## src/rtl/gsc_pkg.sv

```systemverilog
// ----------------------------------------------------------------------------
// Greedy set cover package
// Widths, limits, codes and the popcount helper shared by the block.
// ----------------------------------------------------------------------------
`timescale 1ns / 1ps
`default_nettype none

package gsc_pkg;

  localparam int unsigned MASK_W       = 64;
  localparam int unsigned EC_W         = 7;
  localparam int unsigned SC_W         = 6;
  localparam int unsigned IDX_W        = 5;
  localparam int unsigned PC_W         = 7;
  localparam int unsigned PROD_W       = 6;
  localparam int unsigned CFG_IDX_W    = 2;

  localparam int unsigned MAX_ELEMENTS = 64;
  localparam int unsigned MAX_SUBSETS  = 32;
  localparam int unsigned RESULT_CAP   = 32;

  localparam logic OP_LOAD  = 1'b0;
  localparam logic OP_SOLVE = 1'b1;

  typedef enum logic [CFG_IDX_W-1:0] {
    CFG_ELEMENT_COUNT = 2'd0,
    CFG_SUBSET_COUNT  = 2'd1,
    CFG_UNIVERSE_MASK = 2'd2
  } cfg_idx_e;

  // Adder tree, six levels, each level over independent pairs.
  function automatic logic [PC_W-1:0] popcount64(input logic [MASK_W-1:0] v);
    logic [1:0] l1 [32];
    logic [2:0] l2 [16];
    logic [3:0] l3 [8];
    logic [4:0] l4 [4];
    logic [5:0] l5 [2];
    for (int i = 0; i < 32; i++) begin
      l1[i] = {1'b0, v[2*i]} + {1'b0, v[2*i+1]};
    end
    for (int i = 0; i < 16; i++) begin
      l2[i] = {1'b0, l1[2*i]} + {1'b0, l1[2*i+1]};
    end
    for (int i = 0; i < 8; i++) begin
      l3[i] = {1'b0, l2[2*i]} + {1'b0, l2[2*i+1]};
    end
    for (int i = 0; i < 4; i++) begin
      l4[i] = {1'b0, l3[2*i]} + {1'b0, l3[2*i+1]};
    end
    for (int i = 0; i < 2; i++) begin
      l5[i] = {1'b0, l4[2*i]} + {1'b0, l4[2*i+1]};
    end
    return {1'b0, l5[0]} + {1'b0, l5[1]};
  endfunction

endpackage

`default_nettype wire

```

## src/rtl/gsc_in_if.sv

```systemverilog
// ----------------------------------------------------------------------------
// Set cover input channel
// Valid/ready channel carrying load and solve words.
// ----------------------------------------------------------------------------
`timescale 1ns / 1ps
`default_nettype none

interface gsc_in_if;
  logic                                 valid;
  logic                                 ready;
  logic                                 opcode;
  logic [gsc_pkg::IDX_W-1:0]            subset_index;
  logic [gsc_pkg::MASK_W-1:0]           subset_mask;

  modport source (
    output valid, opcode, subset_index, subset_mask,
    input  ready
  );
  modport sink (
    input  valid, opcode, subset_index, subset_mask,
    output ready
  );
endinterface

`default_nettype wire

```

## src/rtl/gsc_out_if.sv

```systemverilog
// ----------------------------------------------------------------------------
// Set cover result channel
// Valid/ready channel carrying one chosen subset per word.
// ----------------------------------------------------------------------------
`timescale 1ns / 1ps
`default_nettype none

interface gsc_out_if;
  logic                      valid;
  logic                      ready;
  logic [gsc_pkg::IDX_W-1:0] chosen_index;
  logic                      last;
  logic                      empty_res;

  modport source (
    output valid, chosen_index, last, empty_res,
    input  ready
  );
  modport sink (
    input  valid, chosen_index, last, empty_res,
    output ready
  );
endinterface

`default_nettype wire

```

## src/rtl/gsc_store.sv

```systemverilog
// ----------------------------------------------------------------------------
// Subset store
// Single write port, single registered read port subset memory.
// ----------------------------------------------------------------------------
`timescale 1ns / 1ps
`default_nettype none

module gsc_store #(
  parameter int unsigned DEPTH = gsc_pkg::MAX_SUBSETS,
  parameter int unsigned AW    = (DEPTH > 1) ? $clog2(DEPTH) : 1
) (
  input  wire logic                        clk_i,
  input  wire logic                        we_i,
  input  wire logic [AW-1:0]               waddr_i,
  input  wire logic [gsc_pkg::MASK_W-1:0]  wdata_i,
  input  wire logic                        re_i,
  input  wire logic [AW-1:0]               raddr_i,
  output      logic [gsc_pkg::MASK_W-1:0]  rdata_o
);

  logic [gsc_pkg::MASK_W-1:0] mem [DEPTH];

  always_ff @(posedge clk_i) begin
    if (we_i) begin
      mem[waddr_i] <= wdata_i;
    end
  end

  always_ff @(posedge clk_i) begin
    if (re_i) begin
      rdata_o <= mem[raddr_i];
    end
  end

endmodule

`default_nettype wire

```

## src/rtl/greedy_set_cover.sv

```systemverilog
// Load word: the input stays ready after a load word is accepted.
// Solve word: each greedy round scans the subset store one entry per cycle
// through the shared popcount/compare pipeline; up to 32 rounds per solve.
// Input is not ready from solve accept until the final result is registered.
// Reset restores control and default configuration; store contents undefined.
// ----------------------------------------------------------------------------
// Greedy set cover engine
// Stores subset masks and emits greedy cover choices one round at a time.
// ----------------------------------------------------------------------------
`timescale 1ns / 1ps
`default_nettype none

module greedy_set_cover #(
  parameter int unsigned MAX_SUBSETS = gsc_pkg::MAX_SUBSETS
) (
  input  wire logic                           clk_i,
  input  wire logic                           rst_ni,
  input  wire logic                           cfg_we_i,
  input  wire logic [gsc_pkg::CFG_IDX_W-1:0]  cfg_idx_i,
  input  wire logic [gsc_pkg::MASK_W-1:0]     cfg_data_i,
  gsc_in_if.sink                              in_i,
  gsc_out_if.source                           out_o
);

  localparam int unsigned AW  = (MAX_SUBSETS > 1) ? $clog2(MAX_SUBSETS) : 1;
  localparam int unsigned SCW = (AW + 1 > 6) ? AW + 1 : 6;
  localparam int unsigned MW  = gsc_pkg::MASK_W;
  localparam int unsigned PW  = gsc_pkg::PC_W;

  typedef enum logic [3:0] {
    ST_IDLE  = 4'b0001,
    ST_CHECK = 4'b0010,
    ST_SCAN  = 4'b0100,
    ST_PICK  = 4'b1000
  } state_e;

  state_e state_q, state_d;

  logic [gsc_pkg::EC_W-1:0] elem_cnt_q;
  logic [gsc_pkg::SC_W-1:0] sub_cnt_q;
  logic [MW-1:0]            univ_q;

  logic [MW-1:0]   covered_q, covered_d;
  logic [MW-1:0]   emask_q, emask_d;
  logic [MW-1:0]   target_q, target_d;
  logic [SCW-1:0]  limit_q, limit_d;
  logic [gsc_pkg::PROD_W-1:0] produced_q, produced_d;
  logic            pend_v_q, pend_v_d;
  logic [SCW-1:0]  pend_idx_q, pend_idx_d;
  logic [SCW-1:0]  issue_q, issue_d;
  logic            v1_q, v1_d;
  logic [SCW-1:0]  idx1_q, idx1_d;
  logic            v2_q, v2_d;
  logic [SCW-1:0]  idx2_q, idx2_d;
  logic [PW-1:0]   pc2_q, pc2_d;
  logic [MW-1:0]   data2_q, data2_d;
  logic            found_q, found_d;
  logic [PW-1:0]   best_cnt_q, best_cnt_d;
  logic [SCW-1:0]  best_idx_q, best_idx_d;
  logic [MW-1:0]   best_mask_q, best_mask_d;
  logic            out_v_q, out_v_d;
  logic [gsc_pkg::IDX_W-1:0] out_idx_q, out_idx_d;
  logic            out_last_q, out_last_d;
  logic            out_empty_q, out_empty_d;

  logic            in_fire;
  logic            out_free;
  logic            rd_en;
  logic            more;
  logic            need_emit;
  logic [SCW-1:0]  slot_ext;
  logic            st_we;
  logic [MW-1:0]   rd_data;
  logic [gsc_pkg::EC_W-1:0] ec_sat;
  logic [MW-1:0]   emask_new;
  logic [SCW-1:0]  sc_ext;

  assign in_i.ready         = (state_q == ST_IDLE);
  assign in_fire            = in_i.valid && in_i.ready;
  assign out_free           = !out_v_q || out_o.ready;
  assign out_o.valid        = out_v_q;
  assign out_o.chosen_index = out_idx_q;
  assign out_o.last         = out_last_q;
  assign out_o.empty_res    = out_empty_q;

  assign slot_ext = SCW'(in_i.subset_index);
  assign st_we    = in_fire && (in_i.opcode == gsc_pkg::OP_LOAD)
                    && (slot_ext < SCW'(MAX_SUBSETS));
  assign rd_en    = (state_q == ST_SCAN) && (issue_q < limit_q);

  // Saturated in-use element mask and subset limit for a new solve.
  assign ec_sat    = (elem_cnt_q > gsc_pkg::EC_W'(gsc_pkg::MAX_ELEMENTS))
                     ? gsc_pkg::EC_W'(gsc_pkg::MAX_ELEMENTS) : elem_cnt_q;
  assign emask_new = (ec_sat >= gsc_pkg::EC_W'(MW)) ? {MW{1'b1}}
                     : ((MW'(1) << ec_sat) - MW'(1));
  assign sc_ext    = SCW'(sub_cnt_q);

  assign more      = ((covered_q & emask_q) != target_q)
                     && (produced_q < gsc_pkg::PROD_W'(gsc_pkg::RESULT_CAP));
  assign need_emit = pend_v_q || !found_q;

  gsc_store #(
    .DEPTH (MAX_SUBSETS),
    .AW    (AW)
  ) u_store (
    .clk_i   (clk_i),
    .we_i    (st_we),
    .waddr_i (slot_ext[AW-1:0]),
    .wdata_i (in_i.subset_mask),
    .re_i    (rd_en),
    .raddr_i (issue_q[AW-1:0]),
    .rdata_o (rd_data)
  );

  always_comb begin
    state_d     = state_q;
    covered_d   = covered_q;
    emask_d     = emask_q;
    target_d    = target_q;
    limit_d     = limit_q;
    produced_d  = produced_q;
    pend_v_d    = pend_v_q;
    pend_idx_d  = pend_idx_q;
    issue_d     = issue_q;
    v1_d        = 1'b0;
    idx1_d      = idx1_q;
    v2_d        = 1'b0;
    idx2_d      = idx2_q;
    pc2_d       = pc2_q;
    data2_d     = data2_q;
    found_d     = found_q;
    best_cnt_d  = best_cnt_q;
    best_idx_d  = best_idx_q;
    best_mask_d = best_mask_q;
    out_v_d     = out_v_q && !out_o.ready;
    out_idx_d   = out_idx_q;
    out_last_d  = out_last_q;
    out_empty_d = out_empty_q;

    unique case (state_q)
      ST_IDLE: begin
        if (in_fire && (in_i.opcode == gsc_pkg::OP_SOLVE)) begin
          covered_d  = '0;
          emask_d    = emask_new;
          target_d   = univ_q & emask_new;
          limit_d    = (sc_ext > SCW'(MAX_SUBSETS)) ? SCW'(MAX_SUBSETS) : sc_ext;
          produced_d = '0;
          pend_v_d   = 1'b0;
          state_d    = ST_CHECK;
        end
      end

      ST_CHECK: begin
        if (more) begin
          found_d    = 1'b0;
          best_cnt_d = '0;
          issue_d    = '0;
          state_d    = ST_SCAN;
        end else if (out_free) begin
          // Run is over: flush the held pick as final, or flag an empty run.
          out_v_d     = 1'b1;
          out_idx_d   = pend_v_q ? pend_idx_q[gsc_pkg::IDX_W-1:0] : '0;
          out_last_d  = 1'b1;
          out_empty_d = !pend_v_q;
          state_d     = ST_IDLE;
        end
      end

      ST_SCAN: begin
        v1_d    = rd_en;
        idx1_d  = issue_q;
        if (rd_en) begin
          issue_d = issue_q + SCW'(1);
        end
        v2_d    = v1_q;
        idx2_d  = idx1_q;
        pc2_d   = gsc_pkg::popcount64(rd_data & ~covered_q & emask_q);
        data2_d = rd_data;
        // Strictly larger only, so the lowest index keeps a tie.
        if (v2_q && (pc2_q > best_cnt_q)) begin
          found_d     = 1'b1;
          best_cnt_d  = pc2_q;
          best_idx_d  = idx2_q;
          best_mask_d = data2_q;
        end
        if (!rd_en && !v1_q && !v2_q) begin
          state_d = ST_PICK;
        end
      end

      ST_PICK: begin
        if (!need_emit || out_free) begin
          if (found_q) begin
            covered_d  = covered_q | (best_mask_q & emask_q);
            produced_d = produced_q + gsc_pkg::PROD_W'(1);
            if (pend_v_q) begin
              out_v_d     = 1'b1;
              out_idx_d   = pend_idx_q[gsc_pkg::IDX_W-1:0];
              out_last_d  = 1'b0;
              out_empty_d = 1'b0;
            end
            // Hold the new pick until the next round tells whether it is last.
            pend_idx_d = best_idx_q;
            pend_v_d   = 1'b1;
            state_d    = ST_CHECK;
          end else begin
            out_v_d     = 1'b1;
            out_idx_d   = pend_v_q ? pend_idx_q[gsc_pkg::IDX_W-1:0] : '0;
            out_last_d  = 1'b1;
            out_empty_d = !pend_v_q;
            state_d     = ST_IDLE;
          end
        end
      end

      default: begin
        state_d = ST_IDLE;
      end
    endcase
  end

  always_ff @(posedge clk_i or negedge rst_ni) begin
    if (!rst_ni) begin
      state_q    <= ST_IDLE;
      elem_cnt_q <= gsc_pkg::EC_W'(gsc_pkg::MAX_ELEMENTS);
      sub_cnt_q  <= '0;
      univ_q     <= {MW{1'b1}};
      covered_q  <= '0;
      produced_q <= '0;
      pend_v_q   <= 1'b0;
      v1_q       <= 1'b0;
      v2_q       <= 1'b0;
      found_q    <= 1'b0;
      out_v_q    <= 1'b0;
    end else begin
      state_q    <= state_d;
      covered_q  <= covered_d;
      produced_q <= produced_d;
      pend_v_q   <= pend_v_d;
      v1_q       <= v1_d;
      v2_q       <= v2_d;
      found_q    <= found_d;
      out_v_q    <= out_v_d;
      if (cfg_we_i) begin
        unique case (gsc_pkg::cfg_idx_e'(cfg_idx_i))
          gsc_pkg::CFG_ELEMENT_COUNT: elem_cnt_q <= cfg_data_i[gsc_pkg::EC_W-1:0];
          gsc_pkg::CFG_SUBSET_COUNT:  sub_cnt_q  <= cfg_data_i[gsc_pkg::SC_W-1:0];
          gsc_pkg::CFG_UNIVERSE_MASK: univ_q     <= cfg_data_i;
          default: begin
            // drop writes to unmapped indexes
          end
        endcase
      end
    end
  end

  always_ff @(posedge clk_i) begin
    emask_q     <= emask_d;
    target_q    <= target_d;
    limit_q     <= limit_d;
    pend_idx_q  <= pend_idx_d;
    issue_q     <= issue_d;
    idx1_q      <= idx1_d;
    idx2_q      <= idx2_d;
    pc2_q       <= pc2_d;
    data2_q     <= data2_d;
    best_cnt_q  <= best_cnt_d;
    best_idx_q  <= best_idx_d;
    best_mask_q <= best_mask_d;
    out_idx_q   <= out_idx_d;
    out_last_q  <= out_last_d;
    out_empty_q <= out_empty_d;
  end

endmodule

`default_nettype wire

```

## src/flat_wrapper.sv

```systemverilog
// flat-port wrapper written by rule: the top's interface ports become plain ports
module greedy_set_cover_flat 
#(
  parameter int unsigned MAX_SUBSETS = gsc_pkg::MAX_SUBSETS
)
  (clk_i, rst_ni, cfg_we_i, cfg_idx_i, cfg_data_i, in_i_valid, in_i_opcode, in_i_subset_index, in_i_subset_mask, in_i_ready, out_o_valid, out_o_chosen_index, out_o_last, out_o_empty_res, out_o_ready);
  gsc_in_if in_i_i ();
  gsc_out_if out_o_i ();
  input  wire logic clk_i;
  input  wire logic rst_ni;
  input  wire logic cfg_we_i;
  input  wire logic [gsc_pkg::CFG_IDX_W-1:0] cfg_idx_i;
  input  wire logic [gsc_pkg::MASK_W-1:0] cfg_data_i;
  input wire logic [$bits(in_i_i.valid)-1:0] in_i_valid;
  input wire logic [$bits(in_i_i.opcode)-1:0] in_i_opcode;
  input wire logic [$bits(in_i_i.subset_index)-1:0] in_i_subset_index;
  input wire logic [$bits(in_i_i.subset_mask)-1:0] in_i_subset_mask;
  output wire logic [$bits(in_i_i.ready)-1:0] in_i_ready;
  output wire logic [$bits(out_o_i.valid)-1:0] out_o_valid;
  output wire logic [$bits(out_o_i.chosen_index)-1:0] out_o_chosen_index;
  output wire logic [$bits(out_o_i.last)-1:0] out_o_last;
  output wire logic [$bits(out_o_i.empty_res)-1:0] out_o_empty_res;
  input wire logic [$bits(out_o_i.ready)-1:0] out_o_ready;
  assign in_i_i.valid = in_i_valid;
  assign in_i_i.opcode = in_i_opcode;
  assign in_i_i.subset_index = in_i_subset_index;
  assign in_i_i.subset_mask = in_i_subset_mask;
  assign in_i_ready = in_i_i.ready;
  assign out_o_valid = out_o_i.valid;
  assign out_o_chosen_index = out_o_i.chosen_index;
  assign out_o_last = out_o_i.last;
  assign out_o_empty_res = out_o_i.empty_res;
  assign out_o_i.ready = out_o_ready;
  greedy_set_cover #(.MAX_SUBSETS(MAX_SUBSETS)) u_core (.clk_i(clk_i), .rst_ni(rst_ni), .cfg_we_i(cfg_we_i), .cfg_idx_i(cfg_idx_i), .cfg_data_i(cfg_data_i), .in_i(in_i_i), .out_o(out_o_i));
endmodule
```

## config.mk

```make
export PLATFORM = sky130hd
export DESIGN_NAME = greedy_set_cover_flat
export DESIGN_NICKNAME = d
export VERILOG_FILES = /design/src/rtl/gsc_pkg.sv /design/src/rtl/gsc_in_if.sv /design/src/rtl/gsc_out_if.sv /design/src/rtl/gsc_store.sv /design/src/rtl/greedy_set_cover.sv /design/src/flat_wrapper.sv
export SDC_FILE = /design/constraint.sdc
export NUM_CORES = 2
export LEC_CHECK = 0
export ABC_AREA = 1
export ABC_CLOCK_PERIOD_IN_PS = 34300
export BUFFER_PORTS_ARGS = -buffer_cell sky130_fd_sc_hd__buf_2
export CAP_MARGIN = 10
export CELL_PAD_IN_SITES_DETAIL_PLACEMENT = 2
export CELL_PAD_IN_SITES_GLOBAL_PLACEMENT = 2
export CORE_ASPECT_RATIO = 0.5
export CORE_UTILIZATION = 25
export DETAILED_ROUTE_END_ITERATION = 6
export GPL_ROUTABILITY_DRIVEN = 0
export PLACE_DENSITY = 0.56
export SLEW_MARGIN = 20
export SYNTH_ARGS = -nofsm -noshare
export SYNTH_HDL_FRONTEND = slang
export SYNTH_SLANG_ARGS = --single-unit
```

## constraint.sdc

```tcl
create_clock -name clk_i -period 34.3 [get_ports clk_i]
set_clock_uncertainty 0.2 [all_clocks]
set_input_delay 1.715 -clock clk_i [delete_from_list [all_inputs] [get_ports clk_i]]
set_output_delay 1.715 -clock clk_i [all_outputs]
set_load 0.005 [all_outputs]
```

# Yosys cells after proc, flatten, opt, wreduce, memory -nomap -nowiden
# Memory sizes are Yosys's and may differ from the RTL's. A register that Yosys moved wholly into a read port is not among the register bits.
# Index checks and enable logic that the tools add are counted.
# classes
n_addsub	66
magnitude_cmp	7
eq_ne	18
shift	1
muxes	58
bitwise	8
reduce_logical	36
# op_table
cell	n
AND 64 bit	5
two-way mux 64 bit	4
one-hot mux 64 bit (2 select lines)	1
adder 1 x 1 -> 2 bit	32
inequality test 64 bit	1
NOT 64 bit	1
OR 64 bit	1
left shift 1 x 7 -> 64 bit, first input constant	1
subtractor 64 x 1 -> 64 bit, second input constant	1
adder 2 x 2 -> 3 bit	16
adder 3 x 3 -> 4 bit	8
two-way mux 5 bit	6
two-way mux 6 bit	5
one-hot mux 6 bit (2 select lines)	2
two-way mux 1 bit	23
two-way mux 7 bit	3
adder 4 x 4 -> 5 bit	4
two-way mux 4 bit	5
one-hot mux 4 bit (4 select lines)	1
one-hot mux 7 bit (2 select lines)	1
adder 5 x 5 -> 6 bit	2
adder 6 x 1 -> 6 bit, second input constant	2
logical AND 1 bit	10
inequality test 2 x 1 -> 1 bit, second input constant	5
other kinds (29)	54
# word_totals
reg_bits	465
mem_bits_rw	2048
input_bits	141
out_inout_bits	9
wordCells	221
n_memories	1
# mem_list
memory	depth	width	read_ports	rd_clocked_by_memory_dff	write_ports	line_no	text
u_core.u_store.mem	32	64	1	1	1	gsc_store.sv:21	logic [gsc_pkg::MASK_W-1:0] mem [DEPTH];

# Depth between registers and ports, before layout
# logic_depth
depth_word	9
mapped_depth	25
depth_no_buf	25

# By module
# A second synthesis with hierarchy kept.
# unflattened
hier_cells	8822
hier_area_um2	105794.0
# by_module_without_submodules
module	instances	cells_per_inst	area_each_um2	seq_area_each_um2
gsc_store	1	6768	83662.7	63420.8
greedy_set_cover	1	2054	22131.2	13265.2

# Worst setup path before layout
# OpenSTA, ideal clock, no wires.
# synth_path
kind	reg2reg
start	register u_core.state_q[1]
end	register u_core.best_idx_q[0], enable pin
setup_ns	0.498
arrival_ns	11.353
required_ns	33.602
setup_slack_ns	22.249
stages_incl_launch_ff	6
path_buffers	0
period_less_slack_ns	12.051
path_cell_list	dfrtp_1 -> nor2_1 -> inv_1 -> nor3_1 -> clkinv_1 -> nor2_1
# synth_between
elab_chain_cells	2
# synth_rtl
item	line_no	text
start, declared	greedy_set_cover.sv:37	state_e state_q, state_d;
start signal, assigned	greedy_set_cover.sv:236	state_q <= state_d;
equality test 4 x 3 -> 1 bit	greedy_set_cover.sv:140	unique case (state_q)
AND reduction 2 bit (no line)	--	
end signal, assigned	greedy_set_cover.sv:268	best_idx_q <= best_idx_d;
end, declared	greedy_set_cover.sv:59	logic [SCW-1:0] best_idx_q, best_idx_d;
# No other way between the ends.
# A chain may end at the register's enable or synchronous reset.

# Final worst setup path
# layout_path
start	register u_core.covered_q[45]
end	register u_core.pc2_q[6], data pin
# layout_between
elab_chain_cells	9
# layout_rtl
item	line_no	text
start, declared	greedy_set_cover.sv:43	logic [MW-1:0] covered_q, covered_d;
start signal, assigned	greedy_set_cover.sv:237	covered_q <= covered_d;
NOT 64 bit	greedy_set_cover.sv:177	pc2_d = gsc_pkg::popcount64(rd_data & ~covered_q & emask_q);
AND 64 bit (2 in a row)	greedy_set_cover.sv:177	
adder 1 x 1 -> 2 bit	gsc_pkg.sv:39	l1[i] = {1'b0, v[2*i]} + {1'b0, v[2*i+1]};
adder 2 x 2 -> 3 bit	gsc_pkg.sv:42	l2[i] = {1'b0, l1[2*i]} + {1'b0, l1[2*i+1]};
adder 3 x 3 -> 4 bit	gsc_pkg.sv:45	l3[i] = {1'b0, l2[2*i]} + {1'b0, l2[2*i+1]};
adder 4 x 4 -> 5 bit	gsc_pkg.sv:48	l4[i] = {1'b0, l3[2*i]} + {1'b0, l3[2*i+1]};
adder 5 x 5 -> 6 bit	gsc_pkg.sv:51	l5[i] = {1'b0, l4[2*i]} + {1'b0, l4[2*i+1]};
adder 6 x 6 -> 7 bit	gsc_pkg.sv:53	return {1'b0, l5[0]} + {1'b0, l5[1]};
end signal, assigned	greedy_set_cover.sv:265	pc2_q <= pc2_d;
end, declared	greedy_set_cover.sv:55	logic [PW-1:0] pc2_q, pc2_d;
# No other way between the ends.

==> results by group <==
Outcome
  – Status: finished clean

Floorplanning
  – # rows: around 170
  – Die ar.: slightly above 400000 sq um
  – Io pins: 150
  – Core area: around 410000 sq um
  – Chip Height: approximately 460 um
  – Effective utilization at floorplan: 0.251
  – Die width: 909 um

Worst setup path
  – Crit-path max cell delay: 580 ps
  – CP bufs+invs: 6
  – R2r endpoint: u_core.pc2_q[6]
  – Crit-path max FO: 2
  – Critical Path RT: about 35000 ps
  – Critical Path Start: u_core.covered_q[45]
  – Delay-heaviest family, CP: adder cells
  – Slowest cell on the critical path: fa_1
  – Worst r2r src: u_core.covered_q[45]
  – Crit path top cell by count: fa_1
  – Reg2reg path depth: 22
  – WS Path Type: reg -> reg
  – CP Launch Type: register
  – CP Data Arrival Time: 7310 ps
  – Endpoint class of the critical path: register
  – Worst reg2reg setup slack: between 20000 and 30000 ps
  – CP cell instances: inv_1 > nand3_1 > fa_1 > inv_1 > fa_1 > inv_1 > fa_1 > inv_1 > fa_1 > inv_1 > fa_1 > fa_1 > fa_1 > fa_1 > inv_1 > ha_1 > fa_1 > a21oi_1 > nor2_1 > nor2_1 > o21ai_0 > a21o_1

Yosys
  – Mapped Avg Cell Area: about 13 sq um
  – Share of synthesized flip-flops with an asynchronous set or reset: 0.0605
  – Top FF cell, synth: edfxtp_1
  – Synthesized instance count: between 7000 and 8000
  – Top area cells in the synthesized netlist: edfxtp_1 (71%), o21ai_0 (5.7%), nor2_1 (5.0%)
  – Yosys warning total: 0
  – Sequential share of the synthesized area: 0.745
  – EDFF count, synth: 2421
  – Post-Syn Nets: slightly above 8000
  – Post-Syn Area: around 100000 sq um
  – Yosys cell types: 55
  – Post-synthesis register bit count: about 2600
  – Synth area leader: edfxtp_1
  – Top-area cell type share of the netlist area: 0.706

Power and ir drop
  – Peak supply drop: between 0.3 and 0.4 mV
  – Leak: 39.0 nW
  – Power Total: roughly 9.4 mW
  – Pwr Density: just under 80 nW/um^2
  – Sw Pwr: between 3 and 4 mW
  – Clock network fraction of design power: 0.306
  – Sw frac: 0.352
  – Part of the power in registers: 0.399
  – Comb pwr share: 0.295
  – Int Pwr: between 6 and 7 mW

Routing
  – Routed WL: between 300000 and 400000 um
  – Via-to-Cell Ratio: around 5
  – Detailed-route DRC error count: 0
  – Per-cell routed wire length: 28.1 um
  – DRT antenna net count: 0
  – Via count: 67200
  – First-pass detailed-route iteration total: 5
  – 1st-iter DRT viols: between 5000 and 6000

STA
  – Setup TNS: 0 ps
  – Worst hold slack: between 200 and 250 ps
  – Measured slew at the worst slew-check pin: approximately 1200 ps
  – Crit share post-route: 0.202
  – Slew headroom: 0.210
  – Final Hold Vio Count: 0
  – RSZ-0062 raised after global routing: no
  – Period minus WS final: ~7000 ps
  – Slew Viols, Final: 0
  – Final setup vio count: 0
  – Max Clock Freq: 145 MHz

Hold path
  – Min-delay src: u_core.data2_q[55]
  – Worst hold-check path type: reg -> reg
  – Hold endpoint: u_core.best_mask_q[55]
  – Hold Crit Depth: 0

Final layout
  – Nets: 8138
  – Final Cell Area: roughly 120000 sq um
  – Commonest non-fill, non-tap cells in the layout: edfxtp_1 (2421), nor2_1 (1340), o21ai_0 (1178)
  – Layout cells sized above 1: 0.105
  – Synth-to-layout area growth: 15.1%
  – Most common cell after layout, fill and taps aside: edfxtp_1
  – Number of fillers in the final layout: approximately 43000

Global route
  – Global-route wire length before repair: 538000 um
  – Total grt overflow: 0
  – Largest net degree at the start of global routing: approximately 170
  – Initial antenna violation count: 57
  – Overall Global Routing Usage: 0.179
  – Number of global-route vias before repair: about 70000

Clock network
  – Postcts setup bufs: 0
  – Clock tree root buffer cell: clkbuf_16
  – Clock Latency Late Sink: 920 ps
  – Cts hold-fix bufs: 0
  – CTS tree: yes
  – CTS Buf Count: approximately 270
  – CTS Buffer Depth: 4
  – Clk pin slew, worst setup/hold paths: 70 ps
  – Clock sinks: approximately 2600
  – CTS resizes: 0
  – Htree depth: 5

Placed design
  – Buffers added on ports: 149
  – DP Area: about 110000 sq um
  – Detailed-placement wirelength estimate: 215000 um

Job
  – # Max-Cap Violations: 0
-- cell usage after synthesis, types with 5 or more instances --
library cell  instances
a211oi_1             23
dfstp_2              66
buf_2                31
a32o_1               27
o211ai_1             33
edfxtp_1           2421
inv_2                14
inv_1               292
dfrtp_1              90
and2_1               15
fa_1                 54
o221ai_1            127
buf_1                27
o21ai_0            1178
clkbuf_1            407
xnor2_1              11
nand3_1             216
o211a_1               7
nor3_2                5
o21bai_1              6
and3_1                7
nand2_1             535
mux2_2               47
ha_1                 30
o21ai_1               5
a21oi_1              90
a31oi_1              48
nand4_1             103
nor3_1               36
nor4_1                6
nor2_1             1376
xor2_1               41
nor2_2               20
o22ai_1             379
nand2_2               5
nor3b_1              11
-- stage by stage --
stage / setup WS (ps) / std cells / utilization
finish: 27380 / 13600 / 0.289
global route: 27090 / 13600 / 0.289
CTS: 27340 / 13600 / 0.289
detailed placement: 27420 / 13100 / 0.269
global placement: 27500 / 13100 / 0.269
floorplan: 22250 / 7827 / -
-- kinds of logic (layout without fill, tap and decap cells) --
logic type      count (synthesis)  in the layout  share of synthesized area
simple gates                 2352           2352                     0.0944
mux                            47             47                    0.00514
other cells                     0             18                          0
compound gates               1936           1936                      0.108
xor+xnor                       52             52                    0.00443
flops                        2577           2577                      0.745
buf+inv                       779           1058                     0.0291
fa+ha+maj                      84             84                     0.0142
-- final cells by class --
type | instances | area, sq um | share of cell area
clock buffers | 361 | 7470 | 0.0630
clock inverters | 106 | 707 | 0.00597
multi-input cells | 4471 | 23600 | 0.199
well taps | 5460 | 6830 | 0.0577
inverters | 309 | 1200 | 0.0101
diodes | 18 | 45.0 | 0.000380
repair buffers | 282 | 1970 | 0.0166
flip-flops and latches | 2577 | 76700 | 0.647
-- power by group through the flow --
stage	logic, mW	clock network, mW	registers [mW]
final	2.76	2.86	3.73
after global routing	3.05	3.04	3.74
after CTS	2.82	2.93	3.73
after detailed placement	2.81	0	3.80
after global placement	2.75	0	3.80
after floorplan	1.67	0	3.76
-- per-layer routing --
layer	track usage	vias up	wire length, um
met5	0	-	13
met4	0.0366	2	7890
met3	0.0189	434	13800
met2	0.291	1335	179000
met1	0.258	36400	182000
li1	-	29000	-
-- worst max path at each step --
stage,end,slack [ps],cells past startpoint
after floorplan,u_core.best_idx_q[0],22250,5
after global placement,u_core.pc2_q[6],27500,22
after detailed placement,u_core.pc2_q[6],27420,22
after CTS,u_core.pc2_q[6],27340,22
after global routing,u_core.pc2_q[6],27090,22
final,u_core.pc2_q[6],27380,22
-- sequential cells by signal (all words and copies together) (netlist names), 6 cells and up --
signal                  count
u_core.target_q            64
u_core.univ_q              64
u_core.limit_q              6
u_core.issue_q              6
u_core.data2_q             64
u_core.best_cnt_q           7
u_core.sc_ext               6
u_core.u_store.mem       2048
u_core.emask_q             64
u_core.u_store.rdata_o     64
u_core.produced_q           6
u_core.best_mask_q         64
u_core.elem_cnt_q           7
u_core.pc2_q                7
u_core.covered_q           64
No activity file was read; power rests on OpenSTA's default activity.
